===== src/rtl/cstsup_pkg.sv =====
`timescale 1ns / 1ps
// Shared types, constants and the month-length table for the seconds calendar supervisor.
// No dependencies; the files that use this package refer to it by scoped names.
package cstsup_pkg;

  // Millisecond counters saturate at the top of this width
  localparam int unsigned MsW = 16;
  localparam logic [MsW-1:0] FallbackRestartMs = 16'd500;

  // Register reset values
  localparam logic [6:0]  TickMsRst      = 7'd5;
  localparam logic [10:0] PulseGapMsRst  = 11'd750;
  localparam logic [10:0] ReleaseMsRst   = 11'd500;
  localparam logic [11:0] FallbackMsRst  = 12'd1500;

  // Calendar limits and marker periods
  localparam logic [5:0] SecMax         = 6'd59;
  localparam logic [5:0] MinMax         = 6'd59;
  localparam logic [4:0] HourMax        = 5'd23;
  localparam logic [3:0] MonthMax       = 4'd12;
  localparam logic [3:0] MonthFeb       = 4'd2;
  localparam logic [6:0] YearMax        = 7'd99;
  localparam logic [5:0] ReleaseSec     = 6'd30;
  localparam logic [2:0] FiveSecCount   = 3'd5;
  localparam logic [3:0] TenMinCount    = 4'd10;
  localparam logic [4:0] ThirtyMinCount = 5'd30;
  localparam logic [4:0] LeapFebDays    = 5'd29;

  // Register map, one 32-bit word per register
  localparam int unsigned AddrW = 4;
  typedef enum logic [1:0] {
    RegTickMs     = 2'd0,
    RegPulseGapMs = 2'd1,
    RegReleaseMs  = 2'd2,
    RegFallbackMs = 2'd3
  } reg_idx_e;

  typedef struct packed {
    logic [6:0]  tick_ms;
    logic [10:0] pulse_gap_ms;
    logic [10:0] release_ms;
    logic [11:0] fallback_ms;
  } cfg_t;

  typedef struct packed {
    logic [6:0] year;
    logic [3:0] month;
    logic [4:0] day;
    logic [4:0] hour;
    logic [5:0] minute;
    logic [5:0] second;
  } date_t;

  localparam date_t DateRst = '{year: 7'd0, month: 4'd1, day: 5'd1,
                                hour: 5'd0, minute: 6'd0, second: 6'd0};

  // Sub-counters behind the five-second, ten-minute and thirty-minute markers
  typedef struct packed {
    logic [2:0] five;
    logic [3:0] ten;
    logic [4:0] thirty;
  } cnt_t;

  // Pending / released marker set
  typedef struct packed {
    logic thirty;
    logic ten;
    logic minute;
    logic five;
    logic sec;
  } marks_t;

  typedef struct packed {
    date_t  date;
    marks_t released;
    logic   min_roll;
  } res_t;

  localparam logic [4:0] MonthDays [16] = '{
    5'd31, 5'd31, 5'd28, 5'd31, 5'd30, 5'd31, 5'd30, 5'd31,
    5'd31, 5'd30, 5'd31, 5'd30, 5'd31, 5'd31, 5'd31, 5'd31
  };

  // Month length, February gets 29 days when the year is a multiple of four
  function automatic logic [4:0] days_in_month(input logic [6:0] year,
                                               input logic [3:0] month);
    logic [4:0] d;
    d = MonthDays[month];
    if (month == MonthFeb && year[1:0] == 2'b00) d = LeapFebDays;
    return d;
  endfunction

endpackage


===== src/rtl/cstsup_cfg.sv =====
`timescale 1ns / 1ps
// APB-style register file holding the four timing registers.
// Depends on cstsup_pkg for the register map and the cfg_t struct.
module cstsup_cfg (
  input  logic                         clk_i,
  input  logic                         rst_ni,
  input  logic                         psel_i,
  input  logic                         penable_i,
  input  logic                         pwrite_i,
  input  logic [cstsup_pkg::AddrW-1:0] paddr_i,
  input  logic [31:0]                  pwdata_i,
  output logic [31:0]                  prdata_o,
  output cstsup_pkg::cfg_t             cfg_o
);

  cstsup_pkg::cfg_t      cfg_q, cfg_d;
  cstsup_pkg::reg_idx_e  idx;
  logic                  wr_en;

  assign idx   = cstsup_pkg::reg_idx_e'(paddr_i[3:2]);
  assign wr_en = psel_i && penable_i && pwrite_i;

  // Decode the write word into the addressed register
  always_comb begin
    cfg_d = cfg_q;
    if (wr_en) begin
      case (idx)
        cstsup_pkg::RegTickMs:     cfg_d.tick_ms      = pwdata_i[6:0];
        cstsup_pkg::RegPulseGapMs: cfg_d.pulse_gap_ms = pwdata_i[10:0];
        cstsup_pkg::RegReleaseMs:  cfg_d.release_ms   = pwdata_i[10:0];
        cstsup_pkg::RegFallbackMs: cfg_d.fallback_ms  = pwdata_i[11:0];
        default:                   cfg_d = cfg_q;
      endcase
    end
  end

  always_ff @(posedge clk_i or negedge rst_ni) begin
    if (!rst_ni) begin
      cfg_q <= '{tick_ms:      cstsup_pkg::TickMsRst,
                 pulse_gap_ms: cstsup_pkg::PulseGapMsRst,
                 release_ms:   cstsup_pkg::ReleaseMsRst,
                 fallback_ms:  cstsup_pkg::FallbackMsRst};
    end else begin
      cfg_q <= cfg_d;
    end
  end

  // Read back, zero-extended
  always_comb begin
    case (idx)
      cstsup_pkg::RegTickMs:     prdata_o = {25'd0, cfg_q.tick_ms};
      cstsup_pkg::RegPulseGapMs: prdata_o = {21'd0, cfg_q.pulse_gap_ms};
      cstsup_pkg::RegReleaseMs:  prdata_o = {21'd0, cfg_q.release_ms};
      cstsup_pkg::RegFallbackMs: prdata_o = {20'd0, cfg_q.fallback_ms};
      default:                   prdata_o = 32'd0;
    endcase
  end

  assign cfg_o = cfg_q;

endmodule


===== src/rtl/cstsup_cal.sv =====
`timescale 1ns / 1ps
// One-second calendar advance with carry chain and marker arming.
// Depends on cstsup_pkg for the date, counter and marker structs.
module cstsup_cal (
  input  cstsup_pkg::date_t  date_i,
  input  cstsup_pkg::cnt_t   cnt_i,
  output cstsup_pkg::date_t  date_o,
  output cstsup_pkg::cnt_t   cnt_o,
  output cstsup_pkg::marks_t arm_o,
  output logic               min_roll_o
);

  logic       sec_wrap, min_wrap, hour_wrap, day_wrap, month_wrap;
  logic [2:0] five_n;
  logic [3:0] ten_n;
  logic [4:0] thirty_n;

  // Carry chain from seconds up to the year
  assign sec_wrap   = (date_i.second >= cstsup_pkg::SecMax);
  assign min_wrap   = sec_wrap && (date_i.minute >= cstsup_pkg::MinMax);
  assign hour_wrap  = min_wrap && (date_i.hour >= cstsup_pkg::HourMax);
  assign day_wrap   = hour_wrap &&
                      (date_i.day >= cstsup_pkg::days_in_month(date_i.year, date_i.month));
  assign month_wrap = day_wrap && (date_i.month >= cstsup_pkg::MonthMax);

  always_comb begin
    date_o = date_i;
    date_o.second = sec_wrap ? 6'd0 : date_i.second + 6'd1;
    if (sec_wrap)  date_o.minute = min_wrap ? 6'd0 : date_i.minute + 6'd1;
    if (min_wrap)  date_o.hour   = hour_wrap ? 5'd0 : date_i.hour + 5'd1;
    if (hour_wrap) date_o.day    = day_wrap ? 5'd1 : date_i.day + 5'd1;
    if (day_wrap)  date_o.month  = month_wrap ? 4'd1 : date_i.month + 4'd1;
    if (month_wrap) begin
      date_o.year = (date_i.year >= cstsup_pkg::YearMax) ? 7'd0 : date_i.year + 7'd1;
    end
  end

  // Marker sub-counters; minute counters step only on a minute roll
  assign five_n   = cnt_i.five + 3'd1;
  assign ten_n    = cnt_i.ten + 4'd1;
  assign thirty_n = cnt_i.thirty + 5'd1;

  always_comb begin
    arm_o        = '0;
    arm_o.sec    = 1'b1;
    cnt_o        = cnt_i;
    if (five_n >= cstsup_pkg::FiveSecCount) begin
      cnt_o.five = 3'd0;
      arm_o.five = 1'b1;
    end else begin
      cnt_o.five = five_n;
    end
    if (sec_wrap) begin
      arm_o.minute = 1'b1;
      if (ten_n >= cstsup_pkg::TenMinCount) begin
        cnt_o.ten  = 4'd0;
        arm_o.ten  = 1'b1;
      end else begin
        cnt_o.ten  = ten_n;
      end
      if (thirty_n >= cstsup_pkg::ThirtyMinCount) begin
        cnt_o.thirty = 5'd0;
        arm_o.thirty = 1'b1;
      end else begin
        cnt_o.thirty = thirty_n;
      end
    end
  end

  assign min_roll_o = sec_wrap;

endmodule


===== src/rtl/cstsup_core.sv =====
`timescale 1ns / 1ps
// Supervisor state: millisecond counters, pulse qualification, fallback and marker release.
// Depends on cstsup_pkg and instantiates cstsup_cal for the calendar advance.
module cstsup_core (
  input  logic               clk_i,
  input  logic               rst_ni,
  input  cstsup_pkg::cfg_t   cfg_i,
  input  logic               step_i,
  input  logic               op_i,
  input  logic               pd_i,
  output cstsup_pkg::res_t   res_o
);

  localparam int unsigned MsW = cstsup_pkg::MsW;

  cstsup_pkg::date_t  date_q, date_d, date_adv;
  cstsup_pkg::cnt_t   cnt_q, cnt_d, cnt_adv;
  cstsup_pkg::marks_t pend_q, pend_d, arm, released;
  logic [MsW-1:0]     soft_q, soft_d, soft_sat;
  logic [MsW-1:0]     pulse_q, pulse_d, pulse_sat;
  logic [MsW:0]       soft_sum, pulse_sum;
  logic               seen_q, seen_d;
  logic               do_adv, cal_roll;

  cstsup_cal u_cal (
    .date_i     (date_q),
    .cnt_i      (cnt_q),
    .date_o     (date_adv),
    .cnt_o      (cnt_adv),
    .arm_o      (arm),
    .min_roll_o (cal_roll)
  );

  // Saturating millisecond adds
  assign soft_sum  = {1'b0, soft_q} + {{(MsW - 6){1'b0}}, cfg_i.tick_ms};
  assign pulse_sum = {1'b0, pulse_q} + {{(MsW - 6){1'b0}}, cfg_i.tick_ms};
  assign soft_sat  = soft_sum[MsW] ? '1 : soft_sum[MsW-1:0];
  assign pulse_sat = pulse_sum[MsW] ? '1 : pulse_sum[MsW-1:0];

  // Decide release and advance for the word in flight
  always_comb begin
    soft_d   = soft_q;
    pulse_d  = pulse_q;
    seen_d   = seen_q;
    released = '0;
    do_adv   = 1'b0;
    if (!op_i) begin
      soft_d  = soft_sat;
      pulse_d = pulse_sat;
      if (!pd_i) begin
        if (soft_sat > {5'd0, cfg_i.release_ms}) begin
          released.sec  = pend_q.sec;
          released.five = pend_q.five;
          if (date_q.second > cstsup_pkg::ReleaseSec) begin
            released.minute = pend_q.minute;
            released.ten    = pend_q.ten;
            released.thirty = pend_q.thirty;
          end
        end
        if (soft_sat >= {4'd0, cfg_i.fallback_ms}) begin
          soft_d = cstsup_pkg::FallbackRestartMs;
          do_adv = 1'b1;
        end
      end
    end else if (!seen_q) begin
      soft_d = '0;
      seen_d = 1'b1;
      do_adv = 1'b1;
    end else if (pulse_q > {5'd0, cfg_i.pulse_gap_ms}) begin
      soft_d  = '0;
      pulse_d = '0;
      do_adv  = 1'b1;
    end
  end

  assign pend_d = (pend_q & ~released) | (do_adv ? arm : '0);
  assign date_d = do_adv ? date_adv : date_q;
  assign cnt_d  = do_adv ? cnt_adv : cnt_q;

  // Hold state between words, update on each processed word
  always_ff @(posedge clk_i or negedge rst_ni) begin
    if (!rst_ni) begin
      date_q  <= cstsup_pkg::DateRst;
      cnt_q   <= '0;
      pend_q  <= '0;
      soft_q  <= '0;
      pulse_q <= '0;
      seen_q  <= 1'b0;
    end else if (step_i) begin
      date_q  <= date_d;
      cnt_q   <= cnt_d;
      pend_q  <= pend_d;
      soft_q  <= soft_d;
      pulse_q <= pulse_d;
      seen_q  <= seen_d;
    end
  end

  assign res_o = '{date: date_d, released: released, min_roll: do_adv && cal_roll};

endmodule


===== src/rtl/calendar_second_tick_supervisor_top.sv =====
`timescale 1ns / 1ps
// Top level of the seconds calendar supervisor: stream ports, APB port and pipeline.
// Depends on cstsup_pkg, cstsup_cfg and cstsup_core.

// The block takes one word per clock, back to back, while the result side is not
// stalled, and returns exactly one result word for each. A word passes an input
// register and then a result register; the whole update (millisecond counters, pulse
// check, marker release and the one-second carry through the calendar) is
// combinational logic between those registers, and the state loop closes through it.
// Back-pressure on the result side stalls both stages together; while the result
// register is full and not taken the input register still accepts one word if it is
// empty. There is no clearing pass after reset. Register writes belong in idle periods.
module calendar_second_tick_supervisor_top (
  input  logic        clk_i,
  input  logic        rst_ni,
  // Input stream
  input  logic        s_axis_tvalid,
  output logic        s_axis_tready,
  input  logic [7:0]  s_axis_tdata,   // [0] power_down, [7:1] zero
  input  logic [0:0]  s_axis_tuser,   // [0] op: 0 millisecond tick, 1 second pulse
  // Result stream
  output logic        m_axis_tvalid,
  input  logic        m_axis_tready,
  output logic [39:0] m_axis_tdata,   // year, month, day, hour, minute, second,
                                      // one_second, five_second, one_minute,
                                      // minute_plus_half, ten_minute, thirty_minute,
                                      // zero pad (lowest bit first)
  // Configuration
  input  logic        psel,
  input  logic        penable,
  input  logic        pwrite,
  input  logic [3:0]  paddr,
  input  logic [31:0] pwdata,
  output logic [31:0] prdata,
  output logic        pready
);

  cstsup_pkg::cfg_t cfg;
  cstsup_pkg::res_t res, out_q;
  logic             in_vld_q, in_op_q, in_pd_q;
  logic             out_vld_q;
  logic             adv, step;

  assign pready = 1'b1;

  cstsup_cfg u_cfg (
    .clk_i     (clk_i),
    .rst_ni    (rst_ni),
    .psel_i    (psel),
    .penable_i (penable),
    .pwrite_i  (pwrite),
    .paddr_i   (paddr),
    .pwdata_i  (pwdata),
    .prdata_o  (prdata),
    .cfg_o     (cfg)
  );

  // Pipeline advances when the result register is empty or being drained
  assign adv           = !out_vld_q || m_axis_tready;
  assign s_axis_tready = !in_vld_q || adv;
  assign step          = in_vld_q && adv;

  // Input register
  always_ff @(posedge clk_i or negedge rst_ni) begin
    if (!rst_ni) begin
      in_vld_q <= 1'b0;
    end else if (s_axis_tready) begin
      in_vld_q <= s_axis_tvalid;
    end
  end

  always_ff @(posedge clk_i) begin
    if (s_axis_tvalid && s_axis_tready) begin
      in_op_q <= s_axis_tuser[0];
      in_pd_q <= s_axis_tdata[0];
    end
  end

  cstsup_core u_core (
    .clk_i  (clk_i),
    .rst_ni (rst_ni),
    .cfg_i  (cfg),
    .step_i (step),
    .op_i   (in_op_q),
    .pd_i   (in_pd_q),
    .res_o  (res)
  );

  // Result register
  always_ff @(posedge clk_i or negedge rst_ni) begin
    if (!rst_ni) begin
      out_vld_q <= 1'b0;
    end else if (adv) begin
      out_vld_q <= in_vld_q;
    end
  end

  always_ff @(posedge clk_i) begin
    if (step) out_q <= res;
  end

  assign m_axis_tvalid = out_vld_q;
  assign m_axis_tdata  = {1'b0,
                          out_q.released.thirty,
                          out_q.released.ten,
                          out_q.released.minute,
                          out_q.min_roll,
                          out_q.released.five,
                          out_q.released.sec,
                          out_q.date.second,
                          out_q.date.minute,
                          out_q.date.hour,
                          out_q.date.day,
                          out_q.date.month,
                          out_q.date.year};

endmodule


===== config.mk =====
export PLATFORM = sky130hd
export DESIGN_NAME = calendar_second_tick_supervisor_top
export DESIGN_NICKNAME = d
export VERILOG_FILES = /design/src/rtl/cstsup_pkg.sv /design/src/rtl/cstsup_cfg.sv /design/src/rtl/cstsup_cal.sv /design/src/rtl/cstsup_core.sv /design/src/rtl/calendar_second_tick_supervisor_top.sv
export SDC_FILE = /design/constraint.sdc
export NUM_CORES = 1
export LEC_CHECK = 0
export ABC_AREA = 1
export BUFFER_PORTS_ARGS = -buffer_cell sky130_fd_sc_hd__buf_2
export CORE_AREA = 8 8 189 191
export DETAILED_ROUTE_END_ITERATION = 8
export DIE_AREA = 0 0 197 199
export PLACE_DENSITY = 0.5
export SKIP_LAST_GASP = 1
export SYNTH_ARGS = -nofsm -noshare
export SYNTH_HDL_FRONTEND = slang
export SYNTH_HIERARCHICAL = 1
export SYNTH_SLANG_ARGS = --single-unit

===== constraint.sdc =====
create_clock -name clk_i -period 9.33 [get_ports clk_i]
set_clock_uncertainty 0.2 [all_clocks]
set_input_delay 0.933 -clock clk_i [delete_from_list [all_inputs] [get_ports clk_i]]
set_output_delay 0.933 -clock clk_i [all_outputs]
set_load 0.03 [all_outputs]

==> results.json, run 1 <==
{
  "multi_input_area_um2": 5490,
  "synth_edf_count": 41,
  "clk_pin_slew_worst_paths_ns": 0.07,
  "max_freq_ghz": 0.187,
  "ant_nets": 0,
  "worstSetupEndpoint": "m_axis_tdata[29]",
  "start_util_pct": 33.4,
  "status": "completed",
  "yosysWarnings": 6,
  "async_flop_share_pct": 75.4,
  "grt_pass1_vias": 9336,
  "p_leak_nw": 6.31,
  "powerDensity_nw_per_um2": 233,
  "syn_area_per_cell_um2": 7.49,
  "gr-total-overflow": 0,
  "hpwl_um": 19500,
  "antenna_found_initial": 0,
  "seqCellArea_um2": 4410,
  "dr.pass1.iters": 5,
  "die_y_um": 199,
  "r2r_slack_ns": 3.98,
  "synth_fa_ha_area_share_pct": 7.43,
  "grt_max_degree": 86,
  "port_buffers": 75,
  "diodes": 0,
  "synthXorXnorAreaFrac_pct": 1.83,
  "synth_top_family_by_area": "simple AND/OR/NAND/NOR gates",
  "cp.required_ns": 9.31,
  "fin_crit_sh_pct": 57.4,
  "post-cts-setup-buffer-count": 0,
  "clk_latency_ns": 0.44,
  "cp-start-kind": "flop",
  "worstSetupStartpoint": "u_cfg/cfg_o[34]",
  "synthCells": 1466,
  "critPathKind": "flop to flop",
  "fillers": 3499,
  "viasPerCell": 4.74,
  "worstMarginPinSlew_ns": 1.00,
  "core_um2": 32900,
  "r2r_end": "m_axis_tdata[29]",
  "synth_mux_area_share_pct": 0,
  "nets": 1627,
  "period_needed_ns": 5.35,
  "ys_seq_area_share_pct": 40.2,
  "crit_path_end_kind": "flop",
  "cts_hold_buf": 0,
  "reg2reg_from": "u_cfg/cfg_o[34]",
  "ff2ff_path_depth": 22,
  "drt-initial-drc-count": 575,
  "ctsResizeCount": 0,
  "drc_errors": 0,
  "netlist_area_um2": 11000,
  "grt_pass1_wl_um": 48100,
  "irDropWorstVdd_v": 0.000122,
  "cp_max_fo": 85,
  "yosysUniqueCellTypes": 50,
  "cts-htree-levels": 4,
  "ys_seq_elements": 167,
  "gr-usage-all-layers_pct": 15.1,
  "hp-class": "primary input to asynchronous set/reset pin",
  "root_buffer": "clkbuf_16",
  "dieArea_um2": 39200,
  "rsz0062_at_grt": "false",
  "synth_ff_type": "dfrtp_1",
  "setup_slack_ns": 3.98,
  "die_x_um": 197,
  "hold_viol": 0,
  "dpl_worst_slack_ns": 3.92,
  "wl_um": 28900,
  "ioPinCount": 127,
  "finalMaxSlewViolations": 0,
  "synth-compound-area-share_pct": 5.74,
  "cts_tree": "yes",
  "drive_gt1_share_pct": 12.3,
  "synthToLayoutAreaGrowth_pct": 10.5,
  "cts_inserted_buffers": 17,
  "cp.arrival_ns": 5.33,
  "synth-simple-area-share_pct": 34.0,
  "slew_headroom_pct": 33.0,
  "num_vias": 9352,
  "clock-sinks": 167,
  "rows": 67,
  "setup_viol": 0,
  "gp_congestion": 0.787,
  "setup_tns_ns": 0,
  "max_cap_violations": 0,
  "wire_per_inst_um": 14.7,
  "clockBufferDepth": 2
}
## flip-flops by register name, indices dropped and copies added, names as in the netlist
name / cells
u_core/pulse_q: 16
u_core/seen_q: 1
m_axis_tvalid: 1
u_cfg/cfg_o: 41
u_core/pend_q: 5
in_op_q: 1
u_core/soft_q: 16
in_pd_q: 1
u_core/date_q: 33
in_vld_q: 1
m_axis_tdata: 39
u_core/cnt_q: 12
## power by group
part	leakage [nW]	total, mW	internal, mW	switching (mW)
clock	0.296	0.753	0.407	0.346
combinational	3.98	1.08	0.325	0.751
sequential	2.03	1.00	0.886	0.114
total	6.31	2.83	1.62	1.21
## synthesized netlist by cell type (24+ instances only)
cell type / number / area, µm²
a21oi_1: 36 / 180
buf_4: 31 / 233
dfrtp_1: 102 / 2550
dfstp_2: 24 / 631
edfxtp_1: 41 / 1230
ha_1: 62 / 776
inv_1: 159 / 597
nand2_1: 495 / 1860
nand3_1: 195 / 976
nor2_1: 76 / 285
o21ai_0: 59 / 295
## cells in the final DEF (no fill, tap or decap), types with 2 or more instances in the layout
master       n
a211oi_1     2
a21o_1       2
a21oi_1     35
a31oi_1      2
buf_2       74
buf_4        7
bufinv_16    2
clkbuf_16   17
clkinv_2     2
clkinv_4     3
conb_1      23
dfrtp_1    102
dfstp_2     24
edfxtp_1    41
fa_1         2
ha_1        62
inv_1      159
inv_2        5
inv_6        8
inv_8        2
nand2_1    495
nand2_2      9
nand2_4     10
nand3_1    195
nand3_2      3
nand4_1     16
nor2_1      76
nor2_2       4
nor2_4       7
nor2_8       2
nor3_1      17
o21ai_0     59
o21ai_1     10
o31ai_1      4
or2_2        3
xnor2_1      7
xor2_1      16
## routing by layer
layer  routed length (µm)  part of all wire (%)  GRT usage, %  vias up
li1                     -                     -             -     4756
met1                14300                    50          20.5     4404
met2                13100                    45          24.7      165
met3                 1070                   3.7          2.45       27
met4                  410                   1.4          3.96        0
met5                    0                     0             0        -
## worst min path at each step
stage / from / endpoint / slack, ns / depth (start not counted)
final: rst_ni / u_cfg/cfg_o[27] / 0.25 / 1
after global routing: rst_ni / u_cfg/cfg_o[27] / 0.28 / 1
after floorplan: u_core/cnt_q[8] / u_core/cnt_q[8] / 0.24 / 2
after CTS: rst_ni / u_cfg/cfg_o[35] / 0.25 / 1
after detailed placement: u_core/cnt_q[8] / u_core/cnt_q[8] / 0.26 / 2
after global placement: u_core/cnt_q[8] / u_core/cnt_q[8] / 0.26 / 2
## cell families (layout without fill, tap and decap cells)
group                      Yosys count  after routing
adders and majority gates           64             64
other                                4             23
buffers and inverters              243            282
xor gates and xnor gates            23             23
AOI/OAI and AO/OA                  119            119
DFF                                167            167
and+or+nand+nor                    846            846
## stage by stage
stage / instances / area (µm²) / hold WS, ns / utilization [%] / power, mW
after floorplan: 1485 / 11100 / 0.242 / - / 1.83
after global placement: 1940 / 11500 / 0.258 / 35.1 / 2.09
after detailed placement: 1940 / 11500 / 0.263 / 35.1 / 2.10
after CTS: 1972 / 12100 / 0.254 / 36.9 / 2.87
after global routing: 1972 / 12100 / 0.276 / 36.9 / 3.06
final: 1972 / 12100 / 0.251 / 36.9 / 2.83
## worst max-delay path: stages (launching register included)
cell,delay [ns]
dfstp_2,0.40
ha_1,0.23
fa_1,0.40
nand2_1,0.10
nand2_1,0.07
nand3_1,0.11
nand2_2,0.11
nand2_2,0.27
inv_1,0.14
nor3_1,0.26
inv_1,0.11
ha_1,0.28
nand2_1,0.06
nor2_1,0.11
a211oi_1,0.05
nand2_1,0.10
nand2_1,0.06
nand2_1,0.09
nand2_4,0.16
nand2_4,0.70
nand2_2,0.71
nand2_1,0.20
nand2_1,0.10
## area by class of cell
class,instances,share of cell area [%]
Multi-Input combinational cell,1075,45.2
Sequential cell,167,36.4
Inverter,169,5.33
Tap cell,448,4.62
Clock buffer,17,3.50
Timing Repair Buffer,81,3.48
Clock inverter,15,1.53
(Power assumes the default switching activity.)
==> inputs of run 2 (changes only) <==
Clock period 9.33 ns to 5.6 ns, I/O delays scaled along.
==> run 2 against run 1 <==
  * The flow now finishes with violations (negative hold slack)
  * Critical endpoint is now m_axis_tdata[4]
  * Critical path type unchanged
  * Total power up 65%
  * Die area did not move
  * Combinational power increased by 71%
  * Fmax is 18% higher
  * First-iteration DRC count grew 6.3%
  * Highest routed layer unchanged
  * Wire length rose by 1.3%
  * Utilization decreased by 0.053 points
  * Design area decreased by 0.14%
  * Count of clock-buffer cells in the layout grew 1
  * Register-to-register slack got worse by 2.9 ns
==> results.json, run 2 (synthesis results as in run 1) <==
{
  "largest_register_ffs": 41,
  "ff2ff_path_depth": 23,
  "num_vias": 9374,
  "clk_pin_slew_worst_paths_ns": 0.08,
  "cts_tree": "yes",
  "cts-htree-levels": 4,
  "diodes": 0,
  "hp-class": "primary input to asynchronous set/reset pin",
  "clockBufferDepth": 2,
  "cp.required_ns": 5.69,
  "drive_gt1_share_pct": 12.4,
  "irDropWorstVdd_v": 0.000247,
  "p_leak_nw": 6.30,
  "dpl_worst_slack_ns": 1.07,
  "finalMaxSlewViolations": 0,
  "synthToLayoutAreaGrowth_pct": 10.4,
  "grt_pass1_wl_um": 48500,
  "nets": 1630,
  "post_dp_cell_area_um2": 11600,
  "grt_max_degree": 70,
  "cp_max_fo": 25,
  "dieArea_um2": 39200,
  "ant_nets": 0,
  "crit_path_end_kind": "flop",
  "die_x_um": 197,
  "dr.pass1.iters": 5,
  "worstSetupStartpoint": "u_cfg/cfg_o[34]",
  "hold_viol": 1,
  "clk_latency_ns": 0.45,
  "drc_errors": 0,
  "fin_crit_sh_pct": 80.7,
  "status": "finished with violations",
  "cp-start-kind": "flop",
  "wl_um": 29300,
  "drt-initial-drc-count": 611,
  "port_buffers": 75,
  "mostFrequentLayoutCells": "nand2_1, nand3_1, inv_1, dfrtp_1, nor2_1",
  "reg2reg_from": "u_cfg/cfg_o[34]",
  "critPathKind": "flop to flop",
  "ctsResizeCount": 0,
  "layout_commonest_cell": "nand2_1",
  "gr-total-overflow": 0,
  "wire_per_inst_um": 14.8,
  "finish.utilization_pct": 36.9,
  "gr-usage-all-layers_pct": 15.3,
  "max_cap_violations": 0,
  "setup_slack_ns": 1.08,
  "r2r_slack_ns": 1.08,
  "r2r_end": "m_axis_tdata[4]",
  "gp_congestion": 0.830,
  "worstMarginPinSlew_ns": 0.975,
  "clock-sinks": 167,
  "powerDensity_nw_per_um2": 384,
  "total_power_mw": 4.66,
  "start_util_pct": 33.4,
  "rsz0062_at_grt": "false",
  "post-cts-setup-buffer-count": 0,
  "root_buffer": "clkbuf_16",
  "cp.arrival_ns": 4.61,
  "die_y_um": 199,
  "max_freq_ghz": 0.221,
  "rows": 67,
  "setup_viol": 0,
  "cts_hold_buf": 0,
  "slew_headroom_pct": 34.8,
  "period_needed_ns": 4.52,
  "setup_tns_ns": 0,
  "antenna_found_initial": 0,
  "grt_pass1_vias": 9193,
  "instances_no_fill": 1975,
  "hpwl_um": 19900,
  "viasPerCell": 4.75,
  "cts_inserted_buffers": 17,
  "failed_checks": "negative hold slack",
  "dp.cells": 1943,
  "holdWs_ns": -0.0120,
  "ioPinCount": 127,
  "fin_area_um2": 12100,
  "core_um2": 32900
}
## run 2: cell count changes in the layout (fill, tap and decap cells not counted)
cell,change
clkbuf_1,+1
buf_12,+2
inv_8,+1
clkinv_8,-1
bufinv_16,-2
clkinv_1,+1
clkinv_2,+2
buf_4,+1
inv_6,-2
## run 2: power breakdown
part | total [mW] | leakage [nW] | internal (mW) | switching [mW]
registers | 1.67 | 2.03 | 1.48 | 0.193
clock network | 1.15 | 0.269 | 0.581 | 0.565
logic | 1.85 | 4.01 | 0.569 | 1.28
## run 2: cell type report
| cell class | instances | area (µm²) |
|---|---|---|
| clock buffers | 18 | 429 |
| well taps | 448 | 561 |
| inverters | 169 | 647 |
| multi-input cells | 1075 | 5490 |
| clock inverters | 14 | 116 |
| repair buffers | 84 | 470 |
| fillers | 3478 | 20700 |
| flip-flops and latches | 167 | 4410 |
## run 2: worst max path at each step
stage	endpoint	slack, ns	depth (start not counted)
CTS	m_axis_tdata[4]	1.06	23
global placement	m_axis_tdata[4]	1.03	24
global route	m_axis_tdata[4]	0.54	23
detailed placement	m_axis_tdata[4]	1.07	24
floorplan	u_core/pulse_q[11]	1.65	7
finish	m_axis_tdata[4]	1.08	23
## run 2: worst max-delay path, cell delays in order (launching register included)
cell and delay [ns]:
dfstp_2 0.40, ha_1 0.24, fa_1 0.39, nand2_1 0.10, nand2_1 0.07, nand3_1 0.10, nand2_2 0.10, nand2_2 0.27
inv_1 0.14, nor3_1 0.27, inv_1 0.10, ha_1 0.28, nand2_1 0.08, nor2_1 0.05, a211oi_1 0.16, nand2_1 0.12
nand2_1 0.07, nand2_1 0.07, nand2_4 0.20, nand2_4 0.22, nand2_2 0.31, buf_12 0.23, nand2_1 0.07, nand2_1 0.13
## run 2: per-layer routing
metal / global-route usage (%) / wire length (µm) / vias to the layer above
li1: - / - / 4766
met1: 21.1 / 14800 / 4398
met2: 24.2 / 13000 / 172
met3: 2.44 / 870 / 38
met4: 5.46 / 623 / 0
met5: 0 / 0 / -
